### config.mk
export PLATFORM = sky130hd
export DESIGN_NAME = clocked_led_frame_serializer_core
export DESIGN_NICKNAME = d
export VERILOG_FILES = /design/src/rtl/core/clfs_pkg.sv /design/src/rtl/core/clfs_front.sv /design/src/rtl/core/clfs_cmd_queue.sv /design/src/rtl/core/clfs_back.sv /design/src/rtl/core/clocked_led_frame_serializer_core.sv
export SDC_FILE = /design/constraint.sdc
export NUM_CORES = 1
export LEC_CHECK = 0
export BUFFER_PORTS_ARGS = -buffer_cell sky130_fd_sc_hd__buf_2
export CAP_MARGIN = 25
export CORE_MARGIN = 1
export CORE_UTILIZATION = 35
export CTS_CLUSTER_DIAMETER = 100
export DETAILED_ROUTE_END_ITERATION = 16
export GPL_TIMING_DRIVEN = 0
export PLACE_DENSITY_LB_ADDON = 0.1
export SLEW_MARGIN = 20
export SYNTH_ARGS = -nofsm -noshare
export SYNTH_HDL_FRONTEND = slang
export SYNTH_HIERARCHICAL = 1
export SYNTH_SLANG_ARGS = --single-unit
### constraint.sdc
create_clock -name i_clk -period 4.86 [get_ports i_clk]
set_clock_uncertainty 0.05 [all_clocks]
set_input_delay 0.243 -clock i_clk [delete_from_list [all_inputs] [get_ports i_clk]]
set_output_delay 0.243 -clock i_clk [all_outputs]
set_load 0.01 [all_outputs]
### src/rtl/core/clfs_pkg.sv
// Shared types and constants for the clocked LED frame serializer.
// Used by the front end, the command queue, the back end and the top level.
package clfs_pkg;

    // Field and state widths.
    localparam int unsigned BYTE_W      = 8;
    localparam int unsigned NUM_CHANS   = 5;
    localparam int unsigned CHAN_CNT_W  = 3;
    localparam int unsigned KIND_W      = 2;
    localparam int unsigned MODE_W      = 3;
    localparam int unsigned BIT_CNT_W   = 4;
    localparam int unsigned PIX_W       = 10;
    localparam int unsigned PIX_MAX_DEF = 512;

    // The mode 0 trailer is capped at this many chunks of eight bits.
    localparam int unsigned MAX_CHUNKS     = 33;
    localparam int unsigned TRAIL_MAX_BITS = MAX_CHUNKS * BYTE_W;
    localparam int unsigned TRAIL_W        = $clog2(TRAIL_MAX_BITS + 1);

    localparam int unsigned BYTES_W = NUM_CHANS * BYTE_W;
    localparam int unsigned NBYTE_W = $clog2(NUM_CHANS + 1);

    // Command queue between the front and back ends.
    localparam int unsigned QUEUE_DEPTH = 2;

    // Configuration port.
    localparam int unsigned CFG_IDX_W  = 1;
    localparam int unsigned CFG_DATA_W = 3;
    localparam logic [CFG_IDX_W-1:0] CFG_WIRE_MODE = 1'd0;
    localparam logic [CFG_IDX_W-1:0] CFG_DEF_CHANS = 1'd1;

    localparam logic [MODE_W-1:0]     WIRE_MODE_RST = 3'd0;
    localparam logic [CHAN_CNT_W-1:0] DEF_CHANS_RST = 3'd3;

    typedef enum logic [KIND_W-1:0] {
        KIND_START = 2'd0,
        KIND_PIXEL = 2'd1,
        KIND_END   = 2'd2
    } t_kind;

    typedef enum logic [MODE_W-1:0] {
        MODE_BRIGHT = 3'd0,
        MODE_FLAG   = 3'd1,
        MODE_SEVEN  = 3'd2,
        MODE_555    = 3'd3,
        MODE_RAW    = 3'd4
    } t_mode;

    typedef struct packed {
        logic [MODE_W-1:0]     wire_mode;
        logic [CHAN_CNT_W-1:0] def_chans;
    } t_cfg;

    // One unit of work for the back end: either a list of whole bytes sent
    // first byte first, or a run of one bits for the mode 0 trailer.
    typedef struct packed {
        logic [BYTES_W-1:0] bytes;
        logic [NBYTE_W-1:0] nbytes;
        logic               ones;
        logic [TRAIL_W-1:0] nones;
    } t_cmd;

    typedef enum logic [1:0] {
        BK_IDLE  = 2'd0,
        BK_BYTES = 2'd1,
        BK_ONES  = 2'd2
    } t_back_state;

endpackage

### src/rtl/core/clfs_front.sv
// Front end of the LED frame serializer: accepts items, keeps the pixel
// count and turns each item into a command for the back end. Uses clfs_pkg.
module clfs_front #(
    parameter int unsigned MAX_PIXELS = clfs_pkg::PIX_MAX_DEF
) (
    input  logic                                i_clk,
    input  logic                                i_rst_n,
    input  clfs_pkg::t_cfg                      i_cfg,
    input  logic                                i_accept,
    input  logic [clfs_pkg::KIND_W-1:0]         i_kind,
    input  logic [clfs_pkg::BYTE_W-1:0]         i_chan0,
    input  logic [clfs_pkg::BYTE_W-1:0]         i_chan1,
    input  logic [clfs_pkg::BYTE_W-1:0]         i_chan2,
    input  logic [clfs_pkg::BYTE_W-1:0]         i_chan3,
    input  logic [clfs_pkg::BYTE_W-1:0]         i_chan4,
    input  logic [clfs_pkg::CHAN_CNT_W-1:0]     i_chan_count,
    output logic                                o_push,
    output clfs_pkg::t_cmd                      o_cmd
);

    logic [clfs_pkg::PIX_W-1:0]      r_pix_count;
    logic [clfs_pkg::PIX_W-1:0]      n_pix_count;
    clfs_pkg::t_mode                 mode;
    logic                            has_work;
    logic [clfs_pkg::CHAN_CNT_W-1:0] raw_n;
    logic [clfs_pkg::PIX_W-1:0]      trail_bits;
    logic [15:0]                     word555;

    always_ff @(posedge i_clk) begin
        if (!i_rst_n) begin
            r_pix_count <= '0;
        end else begin
            r_pix_count <= n_pix_count;
        end
    end

    always_comb begin
        // Unknown wire modes behave as raw bytes.
        if (i_cfg.wire_mode > clfs_pkg::MODE_RAW) begin
            mode = clfs_pkg::MODE_RAW;
        end else begin
            mode = clfs_pkg::t_mode'(i_cfg.wire_mode);
        end

        raw_n = (i_chan_count == '0) ? i_cfg.def_chans : i_chan_count;
        if (raw_n > clfs_pkg::CHAN_CNT_W'(clfs_pkg::NUM_CHANS)) begin
            raw_n = clfs_pkg::CHAN_CNT_W'(clfs_pkg::NUM_CHANS);
        end

        trail_bits = {1'b0, r_pix_count[clfs_pkg::PIX_W-1:1]} + clfs_pkg::PIX_W'(1);
        if (trail_bits > clfs_pkg::PIX_W'(clfs_pkg::TRAIL_MAX_BITS)) begin
            trail_bits = clfs_pkg::PIX_W'(clfs_pkg::TRAIL_MAX_BITS);
        end

        word555 = {1'b1, i_chan0[7:3], i_chan1[7:3], i_chan2[7:3]};

        n_pix_count = r_pix_count;
        o_cmd       = '0;
        unique case (i_kind)
            clfs_pkg::KIND_START: begin
                if (i_accept) begin
                    n_pix_count = '0;
                end
                unique case (mode)
                    clfs_pkg::MODE_SEVEN: o_cmd.nbytes = clfs_pkg::NBYTE_W'(3);
                    clfs_pkg::MODE_RAW:   o_cmd.nbytes = '0;
                    default:              o_cmd.nbytes = clfs_pkg::NBYTE_W'(4);
                endcase
            end
            clfs_pkg::KIND_PIXEL: begin
                if (i_accept && (r_pix_count < clfs_pkg::PIX_W'(MAX_PIXELS))) begin
                    n_pix_count = r_pix_count + clfs_pkg::PIX_W'(1);
                end
                unique case (mode)
                    clfs_pkg::MODE_BRIGHT: begin
                        o_cmd.bytes  = {8'hFF, i_chan0, i_chan1, i_chan2, 8'h00};
                        o_cmd.nbytes = clfs_pkg::NBYTE_W'(4);
                    end
                    clfs_pkg::MODE_FLAG: begin
                        o_cmd.bytes  = {2'b11, ~i_chan2[7:6], ~i_chan1[7:6],
                                        ~i_chan0[7:6], i_chan2, i_chan1, i_chan0, 8'h00};
                        o_cmd.nbytes = clfs_pkg::NBYTE_W'(4);
                    end
                    clfs_pkg::MODE_SEVEN: begin
                        o_cmd.bytes  = {1'b1, i_chan1[7:1], 1'b1, i_chan0[7:1],
                                        1'b1, i_chan2[7:1], 16'h0000};
                        o_cmd.nbytes = clfs_pkg::NBYTE_W'(3);
                    end
                    clfs_pkg::MODE_555: begin
                        o_cmd.bytes  = {word555, 24'h000000};
                        o_cmd.nbytes = clfs_pkg::NBYTE_W'(2);
                    end
                    default: begin
                        o_cmd.bytes  = {i_chan0, i_chan1, i_chan2, i_chan3, i_chan4};
                        o_cmd.nbytes = clfs_pkg::NBYTE_W'(raw_n);
                    end
                endcase
            end
            clfs_pkg::KIND_END: begin
                unique case (mode)
                    clfs_pkg::MODE_BRIGHT: begin
                        o_cmd.ones  = 1'b1;
                        o_cmd.nones = clfs_pkg::TRAIL_W'(trail_bits);
                    end
                    clfs_pkg::MODE_SEVEN: o_cmd.nbytes = clfs_pkg::NBYTE_W'(3);
                    clfs_pkg::MODE_RAW:   o_cmd.nbytes = clfs_pkg::NBYTE_W'(2);
                    default:              o_cmd.nbytes = clfs_pkg::NBYTE_W'(4);
                endcase
            end
            default: begin
                // Kind 3 carries no work and leaves the count alone.
            end
        endcase

        has_work = o_cmd.ones || (o_cmd.nbytes != '0);
        o_push   = i_accept && has_work;
    end

endmodule

### src/rtl/core/clfs_cmd_queue.sv
// Short command queue between the front and back ends of the serializer.
// Holds clfs_pkg::t_cmd entries; depth comes from clfs_pkg.
module clfs_cmd_queue (
    input  logic            i_clk,
    input  logic            i_rst_n,
    input  logic            i_push,
    input  clfs_pkg::t_cmd  i_cmd,
    input  logic            i_pop,
    output logic            o_full,
    output logic            o_empty,
    output clfs_pkg::t_cmd  o_cmd
);

    localparam int unsigned PTR_W = (clfs_pkg::QUEUE_DEPTH > 1) ?
                                    $clog2(clfs_pkg::QUEUE_DEPTH) : 1;
    localparam int unsigned CNT_W = $clog2(clfs_pkg::QUEUE_DEPTH + 1);

    clfs_pkg::t_cmd   r_mem [clfs_pkg::QUEUE_DEPTH];
    logic [PTR_W-1:0] r_wr_ptr;
    logic [PTR_W-1:0] r_rd_ptr;
    logic [CNT_W-1:0] r_count;
    logic             do_push;
    logic             do_pop;

    assign o_full  = (r_count == CNT_W'(clfs_pkg::QUEUE_DEPTH));
    assign o_empty = (r_count == '0);
    assign o_cmd   = r_mem[r_rd_ptr];
    assign do_push = i_push && !o_full;
    assign do_pop  = i_pop && !o_empty;

    always_ff @(posedge i_clk) begin
        if (do_push) begin
            r_mem[r_wr_ptr] <= i_cmd;
        end
    end

    always_ff @(posedge i_clk) begin
        if (!i_rst_n) begin
            r_wr_ptr <= '0;
            r_rd_ptr <= '0;
            r_count  <= '0;
        end else begin
            if (do_push) begin
                r_wr_ptr <= (r_wr_ptr == PTR_W'(clfs_pkg::QUEUE_DEPTH - 1)) ?
                            '0 : r_wr_ptr + PTR_W'(1);
            end
            if (do_pop) begin
                r_rd_ptr <= (r_rd_ptr == PTR_W'(clfs_pkg::QUEUE_DEPTH - 1)) ?
                            '0 : r_rd_ptr + PTR_W'(1);
            end
            if (do_push && !do_pop) begin
                r_count <= r_count + CNT_W'(1);
            end else if (do_pop && !do_push) begin
                r_count <= r_count - CNT_W'(1);
            end
        end
    end

endmodule

### src/rtl/core/clfs_back.sv
// Back end of the serializer: takes commands from the queue and sends them
// as chunks of up to eight bits through an output register. Uses clfs_pkg.
module clfs_back (
    input  logic                               i_clk,
    input  logic                               i_rst_n,
    input  logic                               i_q_empty,
    input  clfs_pkg::t_cmd                     i_q_cmd,
    output logic                               o_q_pop,
    output logic                               o_out_valid,
    input  logic                               i_out_stall,
    output logic [clfs_pkg::BYTE_W-1:0]        o_out_bits,
    output logic [clfs_pkg::BIT_CNT_W-1:0]     o_bit_count,
    output logic                               o_last
);

    clfs_pkg::t_back_state           r_state;
    clfs_pkg::t_back_state           n_state;
    logic [clfs_pkg::BYTES_W-1:0]    r_bytes;
    logic [clfs_pkg::BYTES_W-1:0]    n_bytes;
    logic [clfs_pkg::NBYTE_W-1:0]    r_left;
    logic [clfs_pkg::NBYTE_W-1:0]    n_left;
    logic [clfs_pkg::TRAIL_W-1:0]    r_ones;
    logic [clfs_pkg::TRAIL_W-1:0]    n_ones;

    logic                            r_out_valid;
    logic [clfs_pkg::BYTE_W-1:0]     r_out_bits;
    logic [clfs_pkg::BIT_CNT_W-1:0]  r_bit_count;
    logic                            r_last;

    logic                            slot_free;
    logic                            emit;
    logic [clfs_pkg::BYTE_W-1:0]     emit_bits;
    logic [clfs_pkg::BIT_CNT_W-1:0]  emit_count;
    logic                            emit_last;
    logic [clfs_pkg::BIT_CNT_W-1:0]  ones_n;

    assign slot_free = !r_out_valid || !i_out_stall;

    always_ff @(posedge i_clk) begin
        if (!i_rst_n) begin
            r_state     <= clfs_pkg::BK_IDLE;
            r_out_valid <= 1'b0;
        end else begin
            r_state <= n_state;
            if (slot_free) begin
                r_out_valid <= emit;
            end
        end
    end

    always_ff @(posedge i_clk) begin
        r_bytes <= n_bytes;
        r_left  <= n_left;
        r_ones  <= n_ones;
        if (emit) begin
            r_out_bits  <= emit_bits;
            r_bit_count <= emit_count;
            r_last      <= emit_last;
        end
    end

    always_comb begin
        n_state    = r_state;
        n_bytes    = r_bytes;
        n_left     = r_left;
        n_ones     = r_ones;
        o_q_pop    = 1'b0;
        emit       = 1'b0;
        emit_bits  = r_bytes[clfs_pkg::BYTES_W-1 -: clfs_pkg::BYTE_W];
        emit_count = clfs_pkg::BIT_CNT_W'(clfs_pkg::BYTE_W);
        emit_last  = 1'b0;
        ones_n     = (r_ones >= clfs_pkg::TRAIL_W'(clfs_pkg::BYTE_W)) ?
                     clfs_pkg::BIT_CNT_W'(clfs_pkg::BYTE_W) :
                     clfs_pkg::BIT_CNT_W'(r_ones);

        unique case (r_state)
            clfs_pkg::BK_IDLE: begin
                if (!i_q_empty) begin
                    o_q_pop = 1'b1;
                    n_bytes = i_q_cmd.bytes;
                    n_left  = i_q_cmd.nbytes;
                    n_ones  = i_q_cmd.nones;
                    n_state = i_q_cmd.ones ? clfs_pkg::BK_ONES : clfs_pkg::BK_BYTES;
                end
            end
            clfs_pkg::BK_BYTES: begin
                if (slot_free) begin
                    emit      = 1'b1;
                    emit_last = (r_left == clfs_pkg::NBYTE_W'(1));
                    n_bytes   = {r_bytes[clfs_pkg::BYTES_W-clfs_pkg::BYTE_W-1:0],
                                 {clfs_pkg::BYTE_W{1'b0}}};
                    n_left    = r_left - clfs_pkg::NBYTE_W'(1);
                    if (emit_last) begin
                        n_state = clfs_pkg::BK_IDLE;
                    end
                end
            end
            clfs_pkg::BK_ONES: begin
                if (slot_free) begin
                    // A short final chunk keeps its one bits in the low positions.
                    emit       = 1'b1;
                    emit_bits  = 8'hFF >> (clfs_pkg::BIT_CNT_W'(clfs_pkg::BYTE_W) - ones_n);
                    emit_count = ones_n;
                    emit_last  = (r_ones <= clfs_pkg::TRAIL_W'(clfs_pkg::BYTE_W));
                    n_ones     = r_ones - clfs_pkg::TRAIL_W'(ones_n);
                    if (emit_last) begin
                        n_state = clfs_pkg::BK_IDLE;
                    end
                end
            end
            default: begin
                n_state = clfs_pkg::BK_IDLE;
            end
        endcase
    end

    assign o_out_valid = r_out_valid;
    assign o_out_bits  = r_out_bits;
    assign o_bit_count = r_bit_count;
    assign o_last      = r_last;

endmodule

### src/rtl/core/clocked_led_frame_serializer_core.sv
// Clocked LED frame serializer. A start item emits the wire format's header
// (none in raw mode), each pixel item emits that pixel's bytes and an end
// item emits the trailer, all as chunks of up to eight bits sent MSB first
// from bit bit_count-1. The front end classifies an item in the cycle it is
// accepted and places a command in a two-entry queue, so it keeps taking
// items while the output is stalled until the queue is full. The back end
// fetches a command from the queue and then sends one chunk per cycle through
// its output register while the output is not stalled. Items that cause no
// chunk pass through the front end only. No clearing pass is needed after
// reset.
module clocked_led_frame_serializer_core #(
    parameter int unsigned MAX_PIXELS = clfs_pkg::PIX_MAX_DEF
) (
    input  logic                               i_clk,
    input  logic                               i_rst_n,
    // Configuration writes.
    input  logic                               i_cfg_valid,
    output logic                               o_cfg_ready,
    input  logic [clfs_pkg::CFG_IDX_W-1:0]     i_cfg_index,
    input  logic [clfs_pkg::CFG_DATA_W-1:0]    i_cfg_data,
    // Input items.
    input  logic                               i_in_valid,
    output logic                               o_in_stall,
    input  logic [clfs_pkg::KIND_W-1:0]        i_kind,
    input  logic [clfs_pkg::BYTE_W-1:0]        i_chan0,
    input  logic [clfs_pkg::BYTE_W-1:0]        i_chan1,
    input  logic [clfs_pkg::BYTE_W-1:0]        i_chan2,
    input  logic [clfs_pkg::BYTE_W-1:0]        i_chan3,
    input  logic [clfs_pkg::BYTE_W-1:0]        i_chan4,
    input  logic [clfs_pkg::CHAN_CNT_W-1:0]    i_chan_count,
    // Result chunks.
    output logic                               o_out_valid,
    input  logic                               i_out_stall,
    output logic [clfs_pkg::BYTE_W-1:0]        o_out_bits,
    output logic [clfs_pkg::BIT_CNT_W-1:0]     o_bit_count,
    output logic                               o_last
);

    clfs_pkg::t_cfg r_cfg;
    clfs_pkg::t_cmd front_cmd;
    clfs_pkg::t_cmd q_cmd;
    logic           in_accept;
    logic           q_push;
    logic           q_pop;
    logic           q_full;
    logic           q_empty;

    assign o_cfg_ready = 1'b1;

    always_ff @(posedge i_clk) begin
        if (!i_rst_n) begin
            r_cfg.wire_mode <= clfs_pkg::WIRE_MODE_RST;
            r_cfg.def_chans <= clfs_pkg::DEF_CHANS_RST;
        end else if (i_cfg_valid && o_cfg_ready) begin
            unique case (i_cfg_index)
                clfs_pkg::CFG_WIRE_MODE: r_cfg.wire_mode <= i_cfg_data;
                clfs_pkg::CFG_DEF_CHANS: r_cfg.def_chans <= i_cfg_data;
                default: ;
            endcase
        end
    end

    // A full queue holds off the next transaction.
    assign o_in_stall = q_full;
    assign in_accept  = i_in_valid && !o_in_stall;

    clfs_front #(
        .MAX_PIXELS (MAX_PIXELS)
    ) u_front (
        .i_clk        (i_clk),
        .i_rst_n      (i_rst_n),
        .i_cfg        (r_cfg),
        .i_accept     (in_accept),
        .i_kind       (i_kind),
        .i_chan0      (i_chan0),
        .i_chan1      (i_chan1),
        .i_chan2      (i_chan2),
        .i_chan3      (i_chan3),
        .i_chan4      (i_chan4),
        .i_chan_count (i_chan_count),
        .o_push       (q_push),
        .o_cmd        (front_cmd)
    );

    clfs_cmd_queue u_queue (
        .i_clk   (i_clk),
        .i_rst_n (i_rst_n),
        .i_push  (q_push),
        .i_cmd   (front_cmd),
        .i_pop   (q_pop),
        .o_full  (q_full),
        .o_empty (q_empty),
        .o_cmd   (q_cmd)
    );

    clfs_back u_back (
        .i_clk       (i_clk),
        .i_rst_n     (i_rst_n),
        .i_q_empty   (q_empty),
        .i_q_cmd     (q_cmd),
        .o_q_pop     (q_pop),
        .o_out_valid (o_out_valid),
        .i_out_stall (i_out_stall),
        .o_out_bits  (o_out_bits),
        .o_bit_count (o_bit_count),
        .o_last      (o_last)
    );

    a_push_not_full: assert property (@(posedge i_clk) disable iff (!i_rst_n)
        q_push |-> !q_full)
        else $error("command pushed into a full queue");

    a_pop_not_empty: assert property (@(posedge i_clk) disable iff (!i_rst_n)
        q_pop |-> !q_empty)
        else $error("command popped from an empty queue");

    a_count_range: assert property (@(posedge i_clk) disable iff (!i_rst_n)
        o_out_valid |-> (o_bit_count != '0) &&
                        (o_bit_count <= clfs_pkg::BIT_CNT_W'(clfs_pkg::BYTE_W)))
        else $error("chunk bit count out of range");

    a_short_is_last: assert property (@(posedge i_clk) disable iff (!i_rst_n)
        (o_out_valid && (o_bit_count != clfs_pkg::BIT_CNT_W'(clfs_pkg::BYTE_W)))
        |-> o_last)
        else $error("short chunk that does not close its transaction");

endmodule
Word level (Yosys, flattened, before mapping)
Memory sizes are Yosys's and may differ from the RTL's. A register that Yosys moved wholly into a read port is not among the register bits.
Index checks and enable logic that the tools add are counted.
{"block": "word_totals", "memories": 1, "wordCells": 133, "ff_bits": 88, "ram_bits": 106, "input_bits": 54}
{"block": "classes", "bitwise": 4, "eq_ne": 17, "n_addsub": 9, "n_lt_le_gt_ge": 6, "n_shift": 1, "n_reduce_logical": 33, "n_mux": 48}
{"memory": "u_queue.r_mem", "depth": 2, "word_bits": 53, "read_ports": 1, "rd_clocked_by_memory_dff": 1, "wr": 1, "line": "clfs_cmd_queue.sv:18", "rtl": "clfs_pkg::t_cmd r_mem [clfs_pkg::QUEUE_DEPTH];"}
{"cell": "$pmux W43 S4", "count": 1}
{"cell": "$mux W40", "count": 3}
{"cell": "$pmux W40 S2", "count": 1}
{"cell": "$mux W10", "count": 4}
{"cell": "$mux W9", "count": 3}
{"cell": "$pmux W10 S2", "count": 1}
{"cell": "$pmux W3 S3", "count": 2}
{"cell": "$pmux W9 S2", "count": 1}
{"cell": "$mux W2", "count": 8}
{"cell": "$mux W8", "count": 2}
{"cell": "$mux W3", "count": 5}
{"cell": "$mux W1", "count": 12}
{"cell": "$ne A2 B1 Y1 const B", "count": 6}
{"cell": "$pmux W3 S2", "count": 2}
{"cell": "$add A10 B1 Y10 const B", "count": 1}
{"cell": "$add A9 B1 Y10 const B", "count": 1}
{"cell": "$gt A10 B9 Y1 const B", "count": 1}
{"cell": "$lt A10 B10 Y1 const B", "count": 1}
{"cell": "$ge A9 B4 Y1 const B", "count": 1}
{"cell": "$le A9 B4 Y1 const B", "count": 1}
{"cell": "$reduce_and A3 Y1", "count": 3}
{"cell": "$sub A9 B4 Y9", "count": 1}
{"cell": "$reduce_bool A2 Y1", "count": 4}
{"cell": "$shr A8 B4 Y8 const A", "count": 1}
{"cell": "26 further kinds", "count": 52}

Logic depth before layout (Yosys ltp)
{"block": "logic_depth", "ltp_word": 14, "depth_mapped": 12, "ltp_nobuf": 11}

Hierarchy
The synthesis kept the hierarchy.
{"module": "clfs_cmd_queue", "seq_area_each_um2": 3283.1, "cells_per_inst": 190, "instances": 1, "area_per_inst_um2": 4056.4}
{"module": "clfs_back", "seq_area_each_um2": 2011.9, "cells_per_inst": 240, "instances": 1, "area_per_inst_um2": 3258.1}
{"module": "clfs_front", "seq_area_each_um2": 200.2, "cells_per_inst": 300, "instances": 1, "area_per_inst_um2": 2000.7}
{"module": "clocked_led_frame_serializer_core", "seq_area_each_um2": 120.1, "cells_per_inst": 29, "instances": 1, "area_per_inst_um2": 264.0}

Worst setup path after synthesis
Ideal clock, no wire load.
{"block": "synth_path", "kind": "flip-flop to flip-flop", "start": "register r_cfg[5] (netlist name)", "end": "memory u_queue/r_mem[0][0] (netlist name) (enable)", "t_arrival_ps": 3468, "stages_incl_launch_ff": 8, "synth_period_minus_slack_ps": 3973, "n_path_buf": 2, "slack_ps": 887, "required_time_ps": 4354, "path_cell_list": "dfxtp_1 > clkbuf_1 > clkbuf_1 > a21oi_1 > o32ai_1 > o41a_1 > inv_1 > nor3_2"}
{"element": "start: declaration", "line": "clocked_led_frame_serializer_core.sv:39", "rtl": "clfs_pkg::t_cfg r_cfg;"}
{"element": "end: declaration", "line": "clfs_cmd_queue.sv:18"}

==> impl_results.md <==
- Number of global-route vias before repair: ~6,400
- DIE HEIGHT: 167 um
- Detailed placer's ending HPWL: ~17 mm
- Cell row count: 60
- IO Pins: 70
- Shortest clock period the worst path allows after layout: 3340 ps
- Fill cell count: 2,544
- Core footprint: 26,900 um^2
- Initial core utilization: 35.6%
- Synthesized flop and latch total: 195
- Yosys warning total: 6
- Worst endpoint data arrival time: 3420 ps
- Hold Path Cell Cnt: 3
- CP Launch Type: register
- Storage element area: roughly 5600 um^2
- Terminating pin of the worst hold path: r_cfg[4]$_SDFFE_PN0P_
- Cell accounting for the most synthesized area: edfxtp_1
- Leading cell type in the layout, fill and taps excluded: edfxtp_1
- Maximum fanout count along the critical path: 15
- First DRT Iteration DRCs: 311
- Post-synth EDFFs: 171
- Area growth, synth to finish: 15.1%
- Count of input and output buffers: slightly below 70
- Remaining number of nets flagged by the antenna check after routing: 0
- Total clock sinks: 195
- Worst Tran Pin Value: 692 ps
- Smallest setup slack after layout: approximately 1500 ps
- DR vias: 6,181
- DRC violations left: 0
- Maximum operating frequency: 299 MHz
- Cells taking the most area after synthesis: edfxtp_1 54%, mux2_2 11%, dfxtp_1 5.0%, nor2_1 2.5%, nand2_1 2.0%
- Clock tree from TritonCTS: built
- Die Area: 28,000 um^2
- CTS root buffer: clkbuf_16
- CTS clk-pin slew, worst paths: 80 ps
- Final-stage net count: 920
- Wire length of the first global-routing pass: ~37 mm
- Share of flip-flops with an asynchronous set or reset after synthesis: 0%
- Width of the chip: about 170 um
- Fraction of power spent switching nets: 30.8%
- Start of the worst register-to-register path: r_cfg[3]$_SDFFE_PN0P_
- Fraction of post-synthesis cell area in the top cell type by area: between 50% and 60%
- Int Power: 3830 uW
- Ratio of total power to cell area: 502 nW/um^2
- Max clock buf depth: 2
- Worst slack after detailed placement: ~1400 ps
- Kind of capture point of the worst setup path: register
- Max Cap Viol: 0
- Power after layout: approximately 5500 uW
- Register-to-Register Path Depth: 10
- Post-synthesis cell area: 9580 um^2
- Static Leakage: slightly below 0.004 uW
- Class of the worst hold path: in -> reg
- Worst hold path startpoint: i_cfg_data[1]
- Final Hold Vio Count: 0
- Count of pins over their slew limit: 0
- Cts repair resizes: 0
- # H-tree levels: 4
- Setup repair after global routing missed its margin: no
- Post-Syn Area per Cell: 12.6 um^2
- Number of iterations in the first detailed-routing pass: 4
- Footprint of the multi-input gates: 3670 um^2
- Worst endpoint required time: 4940 ps
- Register-to-register setup slack: 1520 ps
- Routed wire per std cell: 19.5 um
- Synthesized netlist cell count: 759
- Worst reg2reg path endpoint: u_queue/r_mem[0][45]$_DFFE_PP_
- Remaining global-route overflow: 0
- Relative contribution of combinational cells to total power: 28.0%
- Largest voltage drop on the vdd net: 0.241 mV
- Flip-flop cell with the highest count after synthesis: edfxtp_1
- Sequential group share of total power: a little under half
- Fraction of the yosys area taken by sequential cells: between 50% and 60%
- Commonest cells after routing, fill and taps aside: 171 x edfxtp_1, 94 x mux2_2, 76 x buf_2
- Final Setup Violations: 0
- Outcome: complete, no violations
- Number of antenna violations at the first check in global routing: 0
- Routability-driven placement congestion ratio: 0.870
- Worst Setup Path Type: reg -> reg
- Fraction of power consumed by the clock network: between 20% and 30%
- Vias per std cell: 5.12
- Clock insertion delay at the later pin of the skew report: ~430 ps
- Min Hold Slack: 30.7 ps
- Switching power of the nets: 1700 uW
- GRT Total Usage: 17.6%
- Slew headroom: 53.7%
- Total wire length after detailed routing: around 24 mm
- Ratio of cells with drive above 1 in the final layout: between 20% and 30%
- Synth Net Count: 825
- Cts bufs inserted: 17
- Maximum number of pins on one net before global-route repair: 32
- Number of antenna cells inserted: 0
- Count of cell types in the netlist: 73
- Final worst-path cycle share: 68.8%
-- critical path: stages, from the launching register on --
cell and delay [ps]:
dfxtp_1 330, clkbuf_1 230, nor4_1 590, nand2_1 360, inv_1 320, o41a_1 230
inv_1 100, nor3_4 220, buf_8 210, buf_8 190, buf_8 190
-- state kept, by name, indices dropped and copies added (netlist names), named ones only --
register / cells
u_back/r_left: 3
r_cfg: 6
u_back/o_last: 1
u_queue/r_wr_ptr: 1
u_back/r_ones: 9
u_back/o_out_bits: 8
u_queue/r_count: 2
u_queue/r_rd_ptr: 1
u_queue/r_mem: 106
u_back/o_bit_count: 4
u_back/o_out_valid: 1
u_front/r_pix_count: 10
u_back/r_state: 2
u_back/r_bytes: 40
-- cell families (layout without fill, tap and decap cells) --
kind of cell             count (synthesis)  after routing  synth area share, %
multiplexers                           115            115                 14.0
AND/OR/NAND/NOR                        223            223                 11.9
other                                    2              2               0.0784
XOR/XNOR                                18             18                 1.65
AO/OA/AOI/OAI                          125            125                 8.89
flip-flops                             195            195                 58.6
adder cells (fa/ha/maj)                 12             12                 1.57
buffers and inverters                   69            177                 3.24
-- cell usage after synthesis (all sizes together), types with 5 or more instances --
master and instances:
o211ai 6, a21oi 37, a31oi 16, nor4 6, nor3 15, and2 7, or3 7, nor2 65
nand3b 8, and3 13, xnor2 13, mux2 94, ha 12, nand2b 11, nand2 53, a22oi 7
inv 24, nand3 12, nor2b 18, buf 23, xor2 5, o21ai 17, clkbuf 22, mux4 6
mux2i 15, dfxtp 24, edfxtp 171, a211oi 9
-- area by class of cell --
cell class,count,share of cell area (%)
Clock inverter,13,1.12
Multi-Input combinational cell,495,33.2
Timing Repair Buffer,76,4.10
Buffer,45,2.00
Tap cell,341,3.87
Inverter,24,0.817
Sequential cell,195,50.9
Clock buffer,19,3.93
-- power groups by stage --
stage / clock (uW) / sequential (uW) / combinational (uW)
3_3_place_gp: 0 / 2680 / 1460
2_1_floorplan: 0 / 2650 / 1020
5_1_grt: 1470 / 2680 / 1710
3_5_place_dp: 0 / 2660 / 1560
4_1_cts: 1400 / 2630 / 1580
6_report: 1360 / 2620 / 1550
-- stage by stage --
stage / cells / cell area, um^2 / util (%) / TNS [ps]
5_1_grt: 1208 / 11000 / 41.0 / 0
3_3_place_gp: 1168 / 10300 / 38.5 / -71870
4_1_cts: 1207 / 11000 / 41.0 / 0
6_report: 1208 / 11000 / 41.0 / 0
2_1_floorplan: 759 / 9580 / - / 0
3_5_place_dp: 1174 / 10500 / 38.9 / 0
-- worst max-delay path by stage --
stage | start | to | slack [ps] | depth (start not counted)
6_report | r_cfg[3]$_SDFFE_PN0P_ | u_queue/r_mem[0][45]$_DFFE_PP_ | 1520 | 10
5_1_grt | r_cfg[3]$_SDFFE_PN0P_ | u_queue/r_mem[0][45]$_DFFE_PP_ | 1330 | 10
4_1_cts | r_cfg[3]$_SDFFE_PN0P_ | u_queue/r_mem[0][31]$_DFFE_PP_ | 1400 | 10
3_5_place_dp | r_cfg[3]$_SDFFE_PN0P_ | u_queue/r_mem[0][51]$_DFFE_PP_ | 1430 | 10
3_3_place_gp | r_cfg[3]$_SDFFE_PN0P_ | u_queue/r_mem[0][51]$_DFFE_PP_ | -1340 | 7
2_1_floorplan | r_cfg[5]$_SDFFE_PN0P_ | u_queue/r_mem[0][0]$_DFFE_PP_ | 890 | 7
-- what timing repair did --
action                    CTS  global route
hold endpoints to repair    1             0
buffers inserted            0             0
hold buffers                1             0
-- routing by layer --
metal / GRT usage, % / part of all wire (%) / wire length (um) / vias to the layer above
met5: 0 / 0 / 0 / -
met4: 4.39 / 0.75 / 177 / 0
met3: 2.46 / 2.6 / 615 / 11
met2: 28.5 / 47 / 11100 / 99
met1: 24.7 / 49 / 11600 / 3046
li1: - / - / - / 3025
Note: power is estimated with default switching activity, not from simulation.
